<file path="src/rtl/core/hmf_pkg.sv">
// ---------------------------------------------------------------------------
// hall y flux package
// fixed-point types, saturating arithmetic and pipeline constants
// ---------------------------------------------------------------------------
package hmf_pkg;

   localparam int DIV_STEP_BITS = 4;
   localparam int DIV_ITER      = 32 / DIV_STEP_BITS;
   localparam int DIV_STAGES    = DIV_ITER + 2;
   localparam int ST_DIV        = 4;
   localparam int ST_POST       = ST_DIV + DIV_STAGES;
   localparam int POST_STAGES   = 7;
   localparam int N_STAGES      = ST_POST + POST_STAGES;

   localparam int CSR_ADDR_W = 4;
   localparam logic [1:0] REG_GAMMA = 2'd0;
   localparam logic [1:0] REG_HALL  = 2'd1;
   localparam logic [1:0] REG_DI    = 2'd2;
   localparam logic [18:0] GAMMA_RESET = 19'd109227;

   localparam logic signed [31:0] Q_MAX   = 32'sh7fffffff;
   localparam logic signed [31:0] Q_MIN   = 32'sh80000000;
   localparam logic signed [31:0] Q_ONE   = 32'sd65536;
   localparam logic signed [31:0] Q_TENTH = 32'sd6554;

   typedef struct packed {
      logic              sat;
      logic signed [31:0] val;
   } q_type;

   typedef struct packed {
      logic              neg;
      logic              ovf;
      logic [31:0]       den;
      logic [31:0]       rem;
      logic [31:0]       nlo;
      logic [31:0]       quo;
   } div_type;

   function automatic q_type q_clamp(input logic signed [63:0] v);
      q_type r;
      if (v > 64'sd2147483647) begin
         r.sat = 1'b1;
         r.val = Q_MAX;
      end else if (v < -64'sd2147483648) begin
         r.sat = 1'b1;
         r.val = Q_MIN;
      end else begin
         r.sat = 1'b0;
         r.val = v[31:0];
      end
      return r;
   endfunction

   function automatic q_type q_add(input logic signed [31:0] a, input logic signed [31:0] b);
      logic signed [63:0] s;
      s = 64'(a) + 64'(b);
      return q_clamp(s);
   endfunction

   function automatic q_type q_sub(input logic signed [31:0] a, input logic signed [31:0] b);
      logic signed [63:0] s;
      s = 64'(a) - 64'(b);
      return q_clamp(s);
   endfunction

   function automatic q_type q_mul(input logic signed [31:0] a, input logic signed [31:0] b);
      logic signed [63:0] pr;
      pr = a * b;
      return q_clamp(pr >>> 16);
   endfunction

   function automatic logic signed [31:0] q_half(input logic signed [31:0] a);
      return a >>> 1;
   endfunction

endpackage

</file>
<file path="src/rtl/core/hmf_div.sv">
// ---------------------------------------------------------------------------
// hall y flux divider
// pipelined saturating q16.16 quotient, positive divisor, four bits per iteration stage
// ---------------------------------------------------------------------------
module hmf_div
   import hmf_pkg::*;
(
   input  logic                  clock,
   input  logic [DIV_STAGES-1:0] stage_en,
   input  logic signed [31:0]    num,
   input  logic [31:0]           den,
   output q_type                 quo
);

   div_type dst_ff [DIV_ITER+1];
   div_type dst_in [DIV_ITER+1];
   q_type   quo_ff;
   q_type   quo_in;

   always_comb begin : prep
      logic [32:0] m;
      logic [31:0] mag;
      m = num[31] ? (33'd0 - {1'b1, num}) : {1'b0, num};
      mag = m[31:0];
      dst_in[0].neg = num[31];
      dst_in[0].ovf = {16'd0, mag} >= {den, 16'd0};
      dst_in[0].den = den;
      dst_in[0].rem = {16'd0, mag[31:16]};
      dst_in[0].nlo = {mag[15:0], 16'd0};
      dst_in[0].quo = '0;
   end

   for (genvar g = 1; g <= DIV_ITER; g++) begin : g_iter
      always_comb begin : step
         logic [32:0] r2;
         logic [31:0] rem;
         logic [31:0] nlo;
         logic [31:0] q;
         rem = dst_ff[g-1].rem;
         nlo = dst_ff[g-1].nlo;
         q = dst_ff[g-1].quo;
         for (int k = 0; k < DIV_STEP_BITS; k++) begin
            r2 = {rem, nlo[31]};
            nlo = {nlo[30:0], 1'b0};
            if (r2 >= {1'b0, dst_ff[g-1].den}) begin
               rem = 32'(r2 - {1'b0, dst_ff[g-1].den});
               q = {q[30:0], 1'b1};
            end else begin
               rem = r2[31:0];
               q = {q[30:0], 1'b0};
            end
         end
         dst_in[g] = dst_ff[g-1];
         dst_in[g].rem = rem;
         dst_in[g].nlo = nlo;
         dst_in[g].quo = q;
      end
   end

   always_comb begin
      quo_in.sat = 1'b0;
      quo_in.val = dst_ff[DIV_ITER].quo;
      if (dst_ff[DIV_ITER].ovf) begin
         quo_in.sat = 1'b1;
         quo_in.val = dst_ff[DIV_ITER].neg ? Q_MIN : Q_MAX;
      end else if (!dst_ff[DIV_ITER].neg) begin
         if (dst_ff[DIV_ITER].quo[31]) begin
            quo_in.sat = 1'b1;
            quo_in.val = Q_MAX;
         end
      end else if (dst_ff[DIV_ITER].quo > 32'h80000000) begin
         quo_in.sat = 1'b1;
         quo_in.val = Q_MIN;
      end else begin
         quo_in.val = $signed(32'd0 - dst_ff[DIV_ITER].quo);
      end
   end

   always_ff @(posedge clock) begin
      for (int s = 0; s <= DIV_ITER; s++) begin
         if (stage_en[s]) begin
            dst_ff[s] <= dst_in[s];
         end
      end
      if (stage_en[DIV_STAGES-1]) begin
         quo_ff <= quo_in;
      end
   end

   assign quo = quo_ff;

endmodule

</file>
<file path="config.mk">
export PLATFORM = sky130hd
export DESIGN_NAME = hmf_div
export DESIGN_NICKNAME = d
export VERILOG_FILES = /design/src/rtl/core/hmf_pkg.sv /design/src/rtl/core/hmf_div.sv
export SDC_FILE = /design/constraint.sdc
export NUM_CORES = 2
export LEC_CHECK = 0
export ABC_CLOCK_PERIOD_IN_PS = 26900
export BUFFER_PORTS_ARGS = -buffer_cell sky130_fd_sc_hd__buf_2
export CORE_MARGIN = 4
export CORE_UTILIZATION = 50
export CTS_BUF_LIST = sky130_fd_sc_hd__clkbuf_16
export DETAILED_ROUTE_END_ITERATION = 6
export GPL_TIMING_DRIVEN = 0
export PLACE_DENSITY_LB_ADDON = 0.1
export SYNTH_ARGS = -nofsm -noshare
export SYNTH_HDL_FRONTEND = slang
export SYNTH_SLANG_ARGS = --single-unit
export TNS_END_PERCENT = 100
</file>
<file path="constraint.sdc">
create_clock -name clock -period 26.9 [get_ports clock]
set_input_delay 5.38 -clock clock [delete_from_list [all_inputs] [get_ports clock]]
set_output_delay 5.38 -clock clock [all_outputs]
set_load 0.02 [all_outputs]
</file>
* Word level (Yosys, flattened, before mapping)
Memory sizes are Yosys's and may differ from the RTL's. Cells that the tools add are included.
Operators by class: multiplexer cells 89, $add $sub $neg 34, order comparisons 34
Operators with widths (number):
- $mux 32 | 36
- $ge 33x32->1 | 32
- $sub 32x32->32 | 32
- $mux 33 | 2
- $sub 1x32->32 const A | 2
- $mux 1 | 51
- $ge 32x48->1 | 1
- $gt 32x32->1 const B | 1
Storage, ports and cells: word-level logic and storage cells 160, input port bits 75, memories 1, output and inout port bits 33, RAM bits 1134, flip-flop bits (word level) 33
Memories:
- dst_ff | depth 9, width 126, read ports 9, clocked after memory_dff 0, wr ports 9, line hmf_div.sv:15 | div_type dst_ff [DIV_ITER+1];

* Longest topological paths before layout
An unclocked memory read counts as a cell.
depth in word-level cells 9, mapped depth 65, gate-level depth less buffers 58

* Worst setup path after synthesis
Ideal clock, no wire load.
path type register to register, from memory dst_ff[0][471] (netlist name), to memory dst_ff[0][572] (netlist name), data pin, clock period less this slack 13185 ps, buffers on the path 7, arrival time 12923 ps, library setup time 262 ps, path slack 13715 ps, data required time 26638 ps, cell stages (with the launch flop) 66, cell sequence edfxtp_1 -> inv_1 -> ha_1 -> nor2b_1 -> o31a_1 -> o31a_1 -> o21ai_1 -> o21ai_0 -> nand3b_1 -> a21oi_1 -> o21a_1 -> o31ai_1 -> buf_2 -> clkbuf_1 -> nor2_1 -> a21oi_1 -> inv_1 -> ha_1 -> [... 30 more ...] -> mux2_2 -> ha_1 -> a21o_1 -> a21o_1 -> or3_1 -> o21ai_0 -> o21ai_0 -> nand4_1 -> a31oi_1 -> nor2b_1 -> nor2b_1 -> o31a_1 -> o21ai_0 -> o211ai_1 -> a21oi_1 -> inv_2 -> buf_2 -> mux2_1
RTL lines (line):
- start, declared | hmf_div.sv:15

==> flow_summary.json <==
{
  "grt_usage": 0.301,
  "route.vias.total": 73600,
  "antenna_violation_net_count_after_detailed_routing": 0,
  "core_area_um2": 164000,
  "first_pass_grt_wire_length_um": 408000,
  "grt_setup_unrepaired": "no",
  "clock_sink_count": 731,
  "timing.final.crit_share": 0.695,
  "flow.area_growth_from_synthesis_pct": 7.72,
  "clock_latency_ps": 720,
  "criticalPathCategory": "flop to flop",
  "timing.slew.headroom": 0.151,
  "clock_tree.root_cell": "clkbuf_16",
  "final_common_cell": "ha_1",
  "tightestPinTransition_ps": 1270,
  "route.final.wire_length_um": 271000,
  "post_drt_wl_per_cell_um": 22.8,
  "cts.repair.resized": 0,
  "timing.critical_path.to_type": "flop",
  "netlist-cell-type-count": 95,
  "die_outline_area_um2": 172000,
  "slowest_delay_ps": 720,
  "synth_instances": 9439,
  "fraction_of_layout_cells_with_a_size_suffix_above_1": 0.0905,
  "rows": 148,
  "io_buffers": 107,
  "cts_max_level": 3,
  "largest_net_degree_at_the_start_of_global_routing": 74,
  "setup_violations": 0,
  "initial_utilization": 0.505,
  "synthesis.yosys.warnings": 0,
  "hp-class": "flop to flop",
  "drc": 0,
  "fmax_mhz": 53.5,
  "tritoncts": "yes",
  "die_width_um": 415,
  "finalClockSkew_ps": 41.3,
  "number_of_global_route_vias_before_repair": 68500,
  "vias_per_cell": 6.19,
  "globalplace.congestion": 0.972,
  "cts_max_path_buffers": 3,
  "drt_pass1_iterations": 6,
  "syn_nets": 10600,
  "worst_setup_hold_path_clk_slew_ps": 70,
  "final_hold_viol_count": 0,
  "finalWorstPathRequiredPeriod_ps": 18710,
  "timing.critical_path.mode_cell": "o21ai_0",
  "post_synth.cell_area_avg_um2": 8.75,
  "critical_path_required_ps": 27340,
  "cp.arrival_ps": 19140,
  "drt_iter0_drcs": 6703,
  "mappedNetlistArea_um2": 82600,
  "number_of_antenna_violations_at_the_first_check_in_global_routing": 7,
  "cts_setup_buffers": 0,
  "ys_seq_area_frac": 0.266,
  "ys.flop_type": "edfxtp_1",
  "layout_common_cells": "ha_1 (1016), a21oi_1 (929), edfxtp_1 (731)",
  "final-max-slew-violation-count": 0,
  "design.portCount": 108,
  "chipHeight_um": 415,
  "detailedPlacementHpwl_um": 225000,
  "timing.critical_path.slowest_stage_cell": "buf_1",
  "synthArstFlopShare": 0,
  "cts_hold_repair.buffers": 0,
  "max_cap_viol_count": 0,
  "overflow": 0,
  "edff_count_synth": 731,
  "startpoint_type": "flop",
  "setup-tns-final_ps": 0,
  "fin_nets": 10700,
  "number_of_synthesized_register_bits": 731,
  "crit_path_max_fanout": 10,
  "cts_inserted_buffers": 83,
  "status": "complete, no violations"
}
## layout make-up
| cell class | instances | area, µm² |
|---|---|---|
| diodes | 5 | 12.5 |
| plain buffers | 207 | 872 |
| clock buffers | 84 | 2100 |
| clock inverters | 71 | 790 |
| fillers | 15300 | 74500 |
| inverters | 581 | 2180 |
| multi-input cells | 7920 | 57600 |
| flip-flops and latches | 731 | 22000 |
| well taps | 2175 | 2720 |
| repair buffers | 114 | 748 |
## routing by layer
metal / global-route usage / part of all wire
met1: 0.429 / 0.46
met2: 0.477 / 0.44
met3: 0.0360 / 0.069
met4: 0.0913 / 0.032
met5: 0 / 0.000048
## Yosys cell counts (138+ instances only)
cell / instances / area share
a21o_1: 477 / 0.043
a21oi_1: 929 / 0.056
clkbuf_1: 142 / 0.0065
edfxtp_1: 731 / 0.27
ha_1: 1016 / 0.15
inv_1: 570 / 0.026
mux2_2: 466 / 0.064
nand2_1: 687 / 0.031
nand2b_1: 141 / 0.011
nand3_1: 176 / 0.011
nand4_1: 139 / 0.011
nor2_1: 636 / 0.029
nor2b_1: 138 / 0.010
nor3_1: 186 / 0.011
o21a_1: 153 / 0.014
o21ai_0: 653 / 0.040
xnor2_1: 576 / 0.061
xor2_1: 261 / 0.028
## cells by family (layout without fill, tap and decap cells)
logic type                 count (synthesis)  in the layout  share of synthesized area
buffers and inverters                    788           1057                     0.0369
muxes                                    553            553                     0.0754
AOI/OAI and AO/OA                       2985           2985                      0.227
and+or+nand+nor                         2509           2509                      0.147
adders and majority gates               1036           1036                      0.159
other                                      0              5                          0
xor gates and xnor gates                 837            837                     0.0887
DFF                                      731            731                      0.266
## worst paths after layout
| kind | startpoint | end | slack [ps] | cells after the start |
|---|---|---|---|---|
| setup / recovery | dst_ff[0][231] | dst_ff[0][340] | 8190 | 61 |
| hold / removal | dst_ff[0][641] | dst_ff[0][771] | 400 | 0 |
| setup reg to reg | dst_ff[0][231] | dst_ff[0][340] | 8190 | 61 |
| hold reg to reg | dst_ff[0][641] | dst_ff[0][771] | 400 | 0 |
## flip-flops by register name, indices dropped and copies added (netlist names)
signal,flops
dst_ff,698
quo,33
## critical path, delay by kind of cell (launching register included)
family | cells | cell delay [ps]
AOI/OAI and AO/OA | 29 | 8330
adders and majority gates | 4 | 1330
buffers and inverters | 11 | 4880
DFF | 1 | 530
muxes | 2 | 760
and+or+nand+nor | 15 | 2530
## stage by stage
step | instances | hold slack, ps | area, µm² | utilization | setup WS (ps)
final | 11900 | 400 | 89000 | 0.544 | 8190
after detailed placement | 11700 | 405 | 86100 | 0.527 | 8680
after floorplan | 9439 | 400 | 82600 | - | 13710
after CTS | 11900 | 397 | 89000 | 0.544 | 8560
after global routing | 11900 | 409 | 89000 | 0.544 | 7020
after global placement | 11700 | 401 | 85900 | 0.525 | 8720
Power is left out: the tool's default activity adds up to more than one toggle a clock period on the data nets, which glitch-free logic cannot reach.
